==> config.mk <==
export PLATFORM = sky130hd
export DESIGN_NAME = indexed_insert_remove_list_flat
export DESIGN_NICKNAME = d
export VERILOG_FILES = /design/src/rtl/core/iirl_pkg.sv /design/src/rtl/core/iirl_if.sv /design/src/rtl/core/iirl_cell.sv /design/src/rtl/core/indexed_insert_remove_list.sv /design/src/flat_wrapper.sv
export SDC_FILE = /design/constraint.sdc
export NUM_CORES = 2
export LEC_CHECK = 0
export BUFFER_PORTS_ARGS = -buffer_cell sky130_fd_sc_hd__buf_2
export CAP_MARGIN = 20
export CORE_MARGIN = 8
export CORE_UTILIZATION = 37
export CTS_CLUSTER_SIZE = 8
export DETAILED_ROUTE_END_ITERATION = 16
export PLACE_DENSITY_LB_ADDON = 0.12
export SLEW_MARGIN = 20
export SYNTH_ARGS = -nofsm -noshare
export SYNTH_HDL_FRONTEND = slang
export SYNTH_SLANG_ARGS = --single-unit
==> constraint.sdc <==
create_clock -name clk -period 6.1 [get_ports clk]
set_input_delay 1.22 -clock clk [delete_from_list [all_inputs] [get_ports clk]]
set_output_delay 1.22 -clock clk [all_outputs]
set_load 0.01 [all_outputs]
==> src/rtl/core/iirl_pkg.sv <==
// shared types, constants and codes for the indexed insert/remove list
package iirl_pkg;

    localparam int CAPACITY = 32;
    localparam int DATA_W   = 32;
    localparam int POS_W    = 6;
    localparam int LEN_W    = 6;
    localparam int CNT_W    = $clog2(CAPACITY + 1);
    localparam int IDX_W    = $clog2(CAPACITY);
    localparam int CMP_W    = (CNT_W > POS_W) ? CNT_W : POS_W;

    typedef enum logic [1:0] {
        OP_APPEND = 2'd0,
        OP_INSERT = 2'd1,
        OP_REMOVE = 2'd2,
        OP_DUMP   = 2'd3
    } opcode_t;

    typedef enum logic [1:0] {
        ST_OK     = 2'd0,
        ST_RANGE  = 2'd1,
        ST_FULL   = 2'd2,
        ST_NONPOS = 2'd3
    } status_t;

    typedef enum logic {
        S_IDLE = 1'b0,
        S_DUMP = 1'b1
    } state_t;

    typedef enum logic [1:0] {
        CO_HOLD   = 2'd0,
        CO_INSERT = 2'd1,
        CO_REMOVE = 2'd2,
        CO_ROTATE = 2'd3
    } cell_op_t;

    // broadcast to every cell of the chain
    typedef struct packed {
        cell_op_t                  op;
        logic [CNT_W-1:0]          pos;
        logic [CNT_W-1:0]          last_idx;
        logic signed [DATA_W-1:0]  value;
    } cell_cmd_t;

endpackage

==> src/rtl/core/iirl_if.sv <==
// request and response channel interfaces of the list
interface iirl_in_if;
    logic                                  valid;
    logic                                  ready;
    logic [1:0]                            opcode;
    logic [iirl_pkg::POS_W-1:0]            position;
    logic signed [iirl_pkg::DATA_W-1:0]    value;

    modport source (output valid, output opcode, output position, output value, input ready);
    modport sink   (input valid, input opcode, input position, input value, output ready);
endinterface

interface iirl_out_if;
    logic                                  valid;
    logic                                  ready;
    logic [1:0]                            status;
    logic signed [iirl_pkg::DATA_W-1:0]    element;
    logic [iirl_pkg::LEN_W-1:0]            length;
    logic                                  last;

    modport source (output valid, output status, output element, output length, output last,
                    input ready);
    modport sink   (input valid, input status, input element, input length, input last,
                    output ready);
endinterface

==> src/rtl/core/iirl_cell.sv <==
// one storage cell of the list chain
module iirl_cell (
    input  logic                                  clk,
    input  logic [iirl_pkg::IDX_W-1:0]            idx,
    input  iirl_pkg::cell_cmd_t                   cmd,
    input  logic signed [iirl_pkg::DATA_W-1:0]    left_data,
    input  logic signed [iirl_pkg::DATA_W-1:0]    right_data,
    input  logic signed [iirl_pkg::DATA_W-1:0]    head_data,
    output logic signed [iirl_pkg::DATA_W-1:0]    q
);

    logic signed [iirl_pkg::DATA_W-1:0] q_reg;
    logic signed [iirl_pkg::DATA_W-1:0] q_next;
    logic [iirl_pkg::CNT_W-1:0]         idx_ext;

    assign idx_ext = iirl_pkg::CNT_W'(idx);

    always_comb
    begin
        q_next = q_reg;
        case (cmd.op)
            iirl_pkg::CO_INSERT:
            begin
                if (idx_ext > cmd.pos)
                begin
                    q_next = left_data;
                end
                else if (idx_ext == cmd.pos)
                begin
                    q_next = cmd.value;
                end
            end
            iirl_pkg::CO_REMOVE:
            begin
                if (idx_ext >= cmd.pos)
                begin
                    q_next = right_data;
                end
            end
            iirl_pkg::CO_ROTATE:
            begin
                // live entries move down, the head wraps to the last live cell
                if (idx_ext < cmd.last_idx)
                begin
                    q_next = right_data;
                end
                else if (idx_ext == cmd.last_idx)
                begin
                    q_next = head_data;
                end
            end
            default:
            begin
                q_next = q_reg;
            end
        endcase
    end

    always_ff @(posedge clk)
    begin
        q_reg <= q_next;
    end

    assign q = q_reg;

endmodule

==> src/rtl/core/indexed_insert_remove_list.sv <==
// top level: ordered list kept in a chain of cells, with control and result register
// append, insert and remove: result registered in the cycle after transfer
// dump: one result per live entry at one per cycle when the output does not stall; the
// chain rotates once per result, input is held until the last; an empty dump gives one
// result; next item is taken once the result register is free or being drained
// rst_n clears the length, the control state and the result valid; cell contents are kept
module indexed_insert_remove_list (
    input  logic       clk,
    input  logic       rst_n,
    iirl_in_if.sink    in_ch,
    iirl_out_if.source out_ch
);

    iirl_pkg::state_t  state_reg;
    iirl_pkg::state_t  state_next;

    logic [iirl_pkg::CNT_W-1:0]          count_reg;
    logic [iirl_pkg::CNT_W-1:0]          count_next;
    logic [iirl_pkg::IDX_W-1:0]          dump_idx_reg;
    logic [iirl_pkg::IDX_W-1:0]          dump_idx_next;

    logic                                out_valid_reg;
    logic                                out_valid_next;
    iirl_pkg::status_t                   status_reg;
    iirl_pkg::status_t                   status_next;
    logic signed [iirl_pkg::DATA_W-1:0]  element_reg;
    logic signed [iirl_pkg::DATA_W-1:0]  element_next;
    logic [iirl_pkg::LEN_W-1:0]          length_reg;
    logic [iirl_pkg::LEN_W-1:0]          length_next;
    logic                                last_reg;
    logic                                last_next;

    iirl_pkg::cell_cmd_t                 cmd;
    logic signed [iirl_pkg::DATA_W-1:0]  cell_q [iirl_pkg::CAPACITY];

    iirl_pkg::opcode_t                   op;
    iirl_pkg::status_t                   edit_status;
    logic                                slot_free;
    logic                                in_fire;
    logic                                dump_step;
    logic                                dump_last;
    logic                                nonpos;
    logic                                full;
    logic [iirl_pkg::CMP_W-1:0]          pos_cmp;
    logic [iirl_pkg::CMP_W-1:0]          cnt_cmp;
    logic [iirl_pkg::CNT_W-1:0]          last_idx;

    assign op        = iirl_pkg::opcode_t'(in_ch.opcode);
    assign slot_free = !out_valid_reg || out_ch.ready;
    assign in_ch.ready = (state_reg == iirl_pkg::S_IDLE) && slot_free;
    assign in_fire   = in_ch.valid && in_ch.ready;
    assign dump_step = (state_reg == iirl_pkg::S_DUMP) && slot_free;
    assign last_idx  = count_reg - iirl_pkg::CNT_W'(1);
    assign dump_last = (iirl_pkg::CNT_W'(dump_idx_reg) == last_idx);

    assign nonpos  = (in_ch.value == '0) || in_ch.value[iirl_pkg::DATA_W-1];
    assign full    = (count_reg == iirl_pkg::CNT_W'(iirl_pkg::CAPACITY));
    assign pos_cmp = iirl_pkg::CMP_W'(in_ch.position);
    assign cnt_cmp = iirl_pkg::CMP_W'(count_reg);

    always_comb
    begin
        case (op)
            iirl_pkg::OP_APPEND:
            begin
                if (nonpos)
                begin
                    edit_status = iirl_pkg::ST_NONPOS;
                end
                else if (full)
                begin
                    edit_status = iirl_pkg::ST_FULL;
                end
                else
                begin
                    edit_status = iirl_pkg::ST_OK;
                end
            end
            iirl_pkg::OP_INSERT:
            begin
                if (pos_cmp > cnt_cmp)
                begin
                    edit_status = iirl_pkg::ST_RANGE;
                end
                else if (full)
                begin
                    edit_status = iirl_pkg::ST_FULL;
                end
                else
                begin
                    edit_status = iirl_pkg::ST_OK;
                end
            end
            iirl_pkg::OP_REMOVE:
            begin
                if (pos_cmp >= cnt_cmp)
                begin
                    edit_status = iirl_pkg::ST_RANGE;
                end
                else
                begin
                    edit_status = iirl_pkg::ST_OK;
                end
            end
            default:
            begin
                edit_status = iirl_pkg::ST_OK;
            end
        endcase
    end

    // next state
    always_comb
    begin
        state_next = state_reg;
        case (state_reg)
            iirl_pkg::S_IDLE:
            begin
                if (in_fire && (op == iirl_pkg::OP_DUMP) && (count_reg != '0))
                begin
                    state_next = iirl_pkg::S_DUMP;
                end
            end
            iirl_pkg::S_DUMP:
            begin
                if (dump_step && dump_last)
                begin
                    state_next = iirl_pkg::S_IDLE;
                end
            end
            default:
            begin
                state_next = iirl_pkg::S_IDLE;
            end
        endcase
    end

    // chain command, length and result register
    always_comb
    begin
        cmd.op         = iirl_pkg::CO_HOLD;
        cmd.pos        = iirl_pkg::CNT_W'(in_ch.position);
        cmd.last_idx   = last_idx;
        cmd.value      = in_ch.value;
        count_next     = count_reg;
        dump_idx_next  = dump_idx_reg;
        out_valid_next = out_valid_reg && !out_ch.ready;
        status_next    = status_reg;
        element_next   = element_reg;
        length_next    = length_reg;
        last_next      = last_reg;

        if (in_fire)
        begin
            out_valid_next = 1'b1;
            status_next    = edit_status;
            element_next   = '0;
            last_next      = 1'b1;
            dump_idx_next  = '0;
            case (op)
                iirl_pkg::OP_APPEND:
                begin
                    // append is an insert at the current length
                    cmd.pos = count_reg;
                    if (edit_status == iirl_pkg::ST_OK)
                    begin
                        cmd.op     = iirl_pkg::CO_INSERT;
                        count_next = count_reg + iirl_pkg::CNT_W'(1);
                    end
                end
                iirl_pkg::OP_INSERT:
                begin
                    if (edit_status == iirl_pkg::ST_OK)
                    begin
                        cmd.op     = iirl_pkg::CO_INSERT;
                        count_next = count_reg + iirl_pkg::CNT_W'(1);
                    end
                end
                iirl_pkg::OP_REMOVE:
                begin
                    if (edit_status == iirl_pkg::ST_OK)
                    begin
                        cmd.op     = iirl_pkg::CO_REMOVE;
                        count_next = count_reg - iirl_pkg::CNT_W'(1);
                    end
                end
                default:
                begin
                    // empty dump answers at once, otherwise entries follow
                    out_valid_next = (count_reg == '0);
                end
            endcase
            length_next = iirl_pkg::LEN_W'(count_next);
        end
        else if (dump_step)
        begin
            cmd.op         = iirl_pkg::CO_ROTATE;
            out_valid_next = 1'b1;
            status_next    = iirl_pkg::ST_OK;
            element_next   = cell_q[0];
            length_next    = iirl_pkg::LEN_W'(count_reg);
            last_next      = dump_last;
            dump_idx_next  = dump_idx_reg + iirl_pkg::IDX_W'(1);
        end
    end

    for (genvar i = 0; i < iirl_pkg::CAPACITY; i++)
    begin : g_cell
        logic signed [iirl_pkg::DATA_W-1:0] left_data;
        logic signed [iirl_pkg::DATA_W-1:0] right_data;

        if (i == 0)
        begin : g_head
            assign left_data = in_ch.value;
        end
        else
        begin : g_body
            assign left_data = cell_q[i-1];
        end

        if (i == iirl_pkg::CAPACITY - 1)
        begin : g_tail
            assign right_data = cell_q[i];
        end
        else
        begin : g_inner
            assign right_data = cell_q[i+1];
        end

        iirl_cell u_cell (
            .clk        (clk),
            .idx        (iirl_pkg::IDX_W'(i)),
            .cmd        (cmd),
            .left_data  (left_data),
            .right_data (right_data),
            .head_data  (cell_q[0]),
            .q          (cell_q[i])
        );
    end

    always_ff @(posedge clk or negedge rst_n)
    begin
        if (!rst_n)
        begin
            state_reg     <= iirl_pkg::S_IDLE;
            count_reg     <= '0;
            dump_idx_reg  <= '0;
            out_valid_reg <= 1'b0;
        end
        else
        begin
            state_reg     <= state_next;
            count_reg     <= count_next;
            dump_idx_reg  <= dump_idx_next;
            out_valid_reg <= out_valid_next;
        end
    end

    always_ff @(posedge clk)
    begin
        status_reg  <= status_next;
        element_reg <= element_next;
        length_reg  <= length_next;
        last_reg    <= last_next;
    end

    assign out_ch.valid   = out_valid_reg;
    assign out_ch.status  = status_reg;
    assign out_ch.element = element_reg;
    assign out_ch.length  = length_reg;
    assign out_ch.last    = last_reg;

    a_count_bound: assert property (@(posedge clk) disable iff (!rst_n)
        count_reg <= iirl_pkg::CNT_W'(iirl_pkg::CAPACITY))
        else $error("list length above capacity");

    a_edit_reply: assert property (@(posedge clk) disable iff (!rst_n)
        (in_fire && (op != iirl_pkg::OP_DUMP)) |=> (out_valid_reg && last_reg))
        else $error("edit transfer gave no final result");

    a_dump_end: assert property (@(posedge clk) disable iff (!rst_n)
        (dump_step && dump_last) |=> ((state_reg == iirl_pkg::S_IDLE) && last_reg))
        else $error("dump did not end on its last entry");

    a_dump_len: assert property (@(posedge clk) disable iff (!rst_n)
        (state_reg == iirl_pkg::S_DUMP) |-> ((count_reg != '0) && $stable(count_reg)))
        else $error("length changed during dump");

endmodule

==> src/flat_wrapper.sv <==
// flat-port wrapper written by rule: the top's interface ports become plain ports
module indexed_insert_remove_list_flat 
  (clk, rst_n, in_ch_valid, in_ch_opcode, in_ch_position, in_ch_value, in_ch_ready, out_ch_valid, out_ch_status, out_ch_element, out_ch_length, out_ch_last, out_ch_ready);
  iirl_in_if in_ch_i ();
  iirl_out_if out_ch_i ();
  input  logic clk;
  input  logic rst_n;
  input wire logic [$bits(in_ch_i.valid)-1:0] in_ch_valid;
  input wire logic [$bits(in_ch_i.opcode)-1:0] in_ch_opcode;
  input wire logic [$bits(in_ch_i.position)-1:0] in_ch_position;
  input wire logic [$bits(in_ch_i.value)-1:0] in_ch_value;
  output wire logic [$bits(in_ch_i.ready)-1:0] in_ch_ready;
  output wire logic [$bits(out_ch_i.valid)-1:0] out_ch_valid;
  output wire logic [$bits(out_ch_i.status)-1:0] out_ch_status;
  output wire logic [$bits(out_ch_i.element)-1:0] out_ch_element;
  output wire logic [$bits(out_ch_i.length)-1:0] out_ch_length;
  output wire logic [$bits(out_ch_i.last)-1:0] out_ch_last;
  input wire logic [$bits(out_ch_i.ready)-1:0] out_ch_ready;
  assign in_ch_i.valid = in_ch_valid;
  assign in_ch_i.opcode = in_ch_opcode;
  assign in_ch_i.position = in_ch_position;
  assign in_ch_i.value = in_ch_value;
  assign in_ch_ready = in_ch_i.ready;
  assign out_ch_valid = out_ch_i.valid;
  assign out_ch_status = out_ch_i.status;
  assign out_ch_element = out_ch_i.element;
  assign out_ch_length = out_ch_i.length;
  assign out_ch_last = out_ch_i.last;
  assign out_ch_i.ready = out_ch_ready;
  indexed_insert_remove_list u_core (.clk(clk), .rst_n(rst_n), .in_ch(in_ch_i), .out_ch(out_ch_i));
endmodule
# Word level (Yosys, flattened, before mapping)
# Index checks and enable logic that the tools add are counted.
[totals]
inputBits = 44
output_inout_bits = 43
wordCells = 578
reg_bits = 1078
[op_classes]
add_sub_neg = 3
muxes = 217
n_reduce_logical = 54
n_eq_ne = 166
magnitude_cmp = 97
bitwise_logic = 1
[ops]
columns = ["operator", "n"]
rows = [
  ["$mux W32", 158],
  ["$pmux W32 S3", 31],
  ["$eq A5 B6 Y1 const A", 32],
  ["$ne A3 B3 Y1 const B", 62],
  ["$reduce_and A4 Y1", 32],
  ["$eq A4 B6 Y1 const A", 16],
  ["$gt A5 B6 Y1 const A", 16],
  ["$lt A5 B6 Y1 const A", 16],
  ["$ge A5 B6 Y1 const A", 15],
  ["$ne A2 B2 Y1 const B", 34],
  ["$pmux W32 S2", 1],
  ["$eq A3 B6 Y1 const A", 8],
  ["$ge A4 B6 Y1 const A", 8],
  ["$gt A4 B6 Y1 const A", 8],
  ["$lt A4 B6 Y1 const A", 8],
  ["$mux W6", 6],
  ["$logic_not A32 Y1", 1],
  ["$eq A2 B6 Y1 const A", 4],
  ["$ge A3 B6 Y1 const A", 4],
  ["$gt A3 B6 Y1 const A", 4],
  ["$lt A3 B6 Y1 const A", 4],
  ["$mux W2", 8],
  ["$eq A1 B6 Y1 const A", 2],
  ["$ge A1 B6 Y1 const A", 2],
  ["31 further kinds", 58],
]

# Logic depth before layout (Yosys ltp)
[logic_depth]
ltp_word = 11
mapped_depth = 15
depth_no_buf = 8

# Hierarchy
# Synthesis repeated with hierarchy kept, for this count alone.
[unflattened]
cells_unflattened = 9544
hier_area_um2 = 87523.9
[by_module_without_submodules]
columns = ["mod", "seq_area_each_um2", "cells_per_inst", "area_per_inst_um2", "n_inst"]
rows = [
  ["iirl_cell (u_core.g_cell[0].u_cell ...)", 960.9, 366, 3085.5, 15],
  ["iirl_cell (u_core.g_cell[23].u_cell ...)", 960.9, 220, 2269.7, 17],
  ["indexed_insert_remove_list", 1226.2, 314, 2657.5, 1],
]

# Worst setup path after synthesis
# OpenSTA, ideal clock, no wires.
[synth_path]
path_kind = "input to register"
start = "in in_ch_opcode[0]"
end = "reg u_core.g_cell[5].u_cell.q_reg, in the netlist u_core.g_cell[5].u_cell.q[0], enable pin"
setup_slack_ps = 165
required_time_ps = 5626
path_stages = 10
path_buffers = 5
arrival_ps = 5461
setup_ps = 474
cell_sequence = "buf_2 or3b_1 buf_2 nor3_4 buf_4 o221a_2 clkbuf_1 buf_4 nor2_1 a221oi_1"
[synth_via]
elab_chain_cells = 9
elab_cells_between_ends = 23
classes_between = "order compare: 2; eq/ne: 9; mux: 7; reduce/logical: 5"
[synth_lines]
columns = ["item", "line_no", "rtl"]
rows = [
  ["start, declared", "flat_wrapper.sv:9", "input wire logic [$bits(in_ch_i.opcode)-1:0] in_ch_opcode;"],
  ["$eq A2 B2 Y1, or another cell as far along", "indexed_insert_remove_list.sv:63, indexed_insert_remove_list.sv:160", ""],
  ["$pmux W2 S3", "indexed_insert_remove_list.sv:63", "case (op)"],
  ["$logic_not A2 Y1", "indexed_insert_remove_list.sv:165, indexed_insert_remove_list.sv:173, indexed_insert_remove_list.sv:181", ""],
  ["$mux W1 / $mux W2 (equally long branches)", "indexed_insert_remove_list.sv:165, indexed_insert_remove_list.sv:173, indexed_insert_remove_list.sv:181", ""],
  ["$pmux W2 S2", "indexed_insert_remove_list.sv:160", "case (op)"],
  ["$mux W2", "indexed_insert_remove_list.sv:153", "if (in_fire)"],
  ["$eq A2 B2 Y1 / $eq A2 B1 Y1 (equally long branches)", "iirl_cell.sv:21", "case (cmd.op)"],
  ["$ne A3 B3 Y1 (no line), or another cell as far along", "n/a", ""],
  ["$reduce_and A4 Y1 (no line) (*)", "n/a", ""],
  ["end signal, assigned", "iirl_cell.sv:61", "q_reg <= q_next;"],
  ["end, declared", "iirl_cell.sv:12", "logic signed [iirl_pkg::DATA_W-1:0] q_reg;"],
]
# Mark *: on every way between the ends. The rest lies on a longest branch, timed or not.
# A chain may end at the register's enable or synchronous reset.

# Worst setup path in the final report
[layout_path]
start = "in in_ch_opcode[1]"
end = "reg u_core.g_cell[26].u_cell.q_reg, in the netlist u_core.g_cell[26].u_cell.q[8], enable pin"
[layout_via]
elab_chain_cells = 9
elab_cells_between_ends = 23
classes_between = "order compare: 2; eq/ne: 9; mux: 7; reduce/logical: 5"
[layout_lines]
columns = ["item", "line_no"]
rows = [
  ["$eq A2 B2 Y1, or another cell as far along", "indexed_insert_remove_list.sv:63, indexed_insert_remove_list.sv:160"],
  ["$pmux W2 S3", "indexed_insert_remove_list.sv:63"],
  ["$logic_not A2 Y1", "indexed_insert_remove_list.sv:165, indexed_insert_remove_list.sv:173, indexed_insert_remove_list.sv:181"],
  ["$mux W1 / $mux W2 (equally long branches)", "indexed_insert_remove_list.sv:165, indexed_insert_remove_list.sv:173, indexed_insert_remove_list.sv:181"],
  ["$pmux W2 S2", "indexed_insert_remove_list.sv:160"],
  ["$mux W2", "indexed_insert_remove_list.sv:153"],
  ["$eq A2 B2 Y1 / $eq A2 B1 Y1 (equally long branches)", "iirl_cell.sv:21"],
  ["$ne A3 B3 Y1 (no line), or another cell as far along", "n/a"],
  ["$reduce_and A4 Y1 (no line) (*)", "n/a"],
  ["end signal, assigned", "iirl_cell.sv:61"],
  ["end, declared", "iirl_cell.sv:12"],
]
# Marks and branches as above.

==> impl_metrics.ini <==
[final_layout]
final_common_cell = edfxtp_1
instances_no_fill = 7695
mostFrequentLayoutCells = edfxtp_1 (1032), mux2i_1 (806), nand2_1 (487)
drive_above_1_share_pct = 12.4
largest_register_ffs = 1024
syn_to_final_growth_pct = 12.7
finalNetCount = 5483

[placement]
io_buffers = 86
gp_congestion = 0.921
place_inst = 7476
dp_hpwl_um = 173000
dp_slack_ps = 816

[timing]
min_period_ps = 4650
rsz0062_at_grt = false
drv_slew = 0
finalCritPeriodShare_pct = 76.3
final_hold_viol_count = 0
fin_ws_ps = 1450
max-slew-margin-rel_pct = 25.0
worst_slew_pin_slew_ps = 1130
timing.fmax_mhz = 215
setup_viol = 0
tns_ps = 0
finClkSkew_ps = 33.2

[floorplanning]
ios = 87
start_util_pct = 37.1
die_h_um = 425
placementRows = 150
die_w_um = 425
core_area_sq_um = 166000
dieArea_sq_um = 180000

[pwr]
power.switching_uw = 6620
design_power_total_uw = 21800
pwr-share-seq_pct = 45.8
ir_drop_mv = 0.227
pwr-share-clk_pct = 36.9
p_comb_share_pct = 17.3
swShare_pct = 30.4
leakagePower_uw = 0.0252
intPower_uw = 15200
pwr_density_cell_nw_per_um2 = 313

[logic_synthesis]
seq_area_frac_synth_pct = 51.7
synthXorXnorAreaFrac_pct = 0.213
synth_edf_count = 1032
synth_fa_ha_area_share_pct = 0.243
ys_warn_count = 0
synth_top_family_by_area = compound AO/OA/AOI/OAI gates
synth_top_cell_area_share_pct = 50.1
synth-simple-area-share_pct = 7.20
synth_seq_cells = 1078
yosysUniqueCellTypes = 85
synth.avg_cell_area_sq_um = 11.0
synth_async_sr_flop_share_pct = 1.21
synth_compound_area_share_pct = 22.0
synthCells = 5624
ys_top_cells_by_area = edfxtp_1 (50%), mux2i_1 (13%), a22oi_1 (5.8%), a221o_1 (4.7%), o21ai_0 (3.6%)
yosys-mux-area-fraction_pct = 13.1
syn_nets = 5680
syn-cell-area_sq_um = 61800
ys.flop_type = edfxtp_1
synth_top_area_cell = edfxtp_1

[routing]
dr.pass1.iters = 7
post_drt_wl_per_cell_um = 34.1
drtAntennaViolNets = 0
drc = 0
drt_iter0_markers = 7223
wirelength_um = 262000
routed_via_density = 6.67
num_vias = 51300

[clock_network]
cts_buffers = 153
cts_tree = done
clk_latency_ps = 800
clk_pin_slew_worst_paths_ps = 60
cts_sinks = 1078
cts_hold_buffers = 0
clockRootBuffer = clkbuf_16
h-tree-depth = 4
cts_buffer_depth = 3
cts_resized = 0
cts_setup_buffers = 0

[global_route]
grt_pass1_vias = 49300
grt_overflow_total = 0
grt_pass1_wl_um = 375000
antenna_found_initial = 3
grt_max_degree = 168
track_usage_pct = 27.8

[critical_path]
r2r_slack_ps = 1600
crit_start = in_ch_opcode[1]
worstSetupPathType = in -> reg
crit_path_start_kind = input pin
worstReg2RegStart = u_core.cnt_cmp[1]
r2r_cells = 10
r2r-end = u_core.g_cell[3].u_cell.q[11]
cp.arrival_ps = 5060
end_kind = register
cp_max_fo = 32
critical_path.endpoint = u_core.g_cell[26].u_cell.q[8]
required_ps = 6500

[outcome]
status = completed

[flow_run]
cap_violations = 0

[worst_hold_path]
min_path_type = in -> async
## area by class of cell
| cell class | count | area, sq um |
|---|---|---|
| Fill cell | 15700 | 96800 |
| Sequential cell | 1078 | 32000 |
| Multi-Input combinational cell | 3722 | 27400 |
| Clock buffer | 203 | 4080 |
| Timing Repair Buffer | 364 | 2870 |
| Tap cell | 2204 | 2760 |
| Inverter | 108 | 405 |
| Clock inverter | 14 | 204 |
| Antenna cell | 2 | 5.00 |
## routing by layer
metal  vias to the layer above  share of wire, %  GRT usage [%]
li1                      21700                 -              -
met1                     26400                45           41.2
met2                      2778                43           40.7
met3                       377               8.9           5.15
met4                         0               3.4           9.08
met5                         -                 0              0
## synth_stat cells (all sizes together) (22+ instances only)
cell       n
nor3      22
a221o    290
clkbuf   525
and3      33
nor2      70
nand2    491
a21boi    33
inv      106
o221ai   104
a21oi    163
o21ai    618
nand4     51
a22oi    480
nand3    219
a32oi     96
o211ai    35
mux2i    807
dfxtp     33
buf      191
edfxtp  1032
## critical path: stages
cell     delay, ps
buf_2          230
or3b_1         610
nor3_4         620
o31ai_1        340
a211o_1        400
nor3_1         630
o21a_2         900
## how the worst min path moves through the flow
| stage | start | end | slack [ps] |
|---|---|---|---|
| floorplan | u_core.out_ch.element[0] | u_core.out_ch.element[0] | 470 |
| global placement | u_core.out_ch.element[30] | u_core.out_ch.element[30] | 430 |
| detailed placement | u_core.out_ch.element[6] | u_core.out_ch.element[6] | 430 |
| CTS | rst_n | u_core.cnt_cmp[5] | 280 |
| global route | rst_n | u_core.cnt_cmp[5] | 340 |
| finish | rst_n | u_core.cnt_cmp[5] | 330 |
## power groups by stage
| stage | clock network [uW] | logic [uW] | registers [uW] |
|---|---|---|---|
| floorplan | 0 | 2340 | 9760 |
| global placement | 0 | 3620 | 10100 |
| detailed placement | 0 | 3690 | 10100 |
| CTS | 8180 | 3700 | 9940 |
| global route | 8420 | 4000 | 10000 |
| finish | 8050 | 3770 | 9990 |
## through the flow
stage          util (%)  hold slack (ps)  area, sq um
5_1_grt            41.8              337        69600
6_report           41.8              331        69700
2_1_floorplan         -              467        61800
3_5_place_dp       39.3              433        65400
3_3_place_gp       39.2              428        65200
4_1_cts            41.8              280        69600
## logic make-up (layout without fill, tap and decap cells)
kind of cell    after synthesis  count (layout)
compound gates             1919            1919
buf+inv                     824             689
fa+ha+maj                    12              12
other cells                   0               2
xor+xnor                     15              15
flops                      1078            1078
mux                         810             810
simple gates                966             966
(Power assumes the default switching activity.)
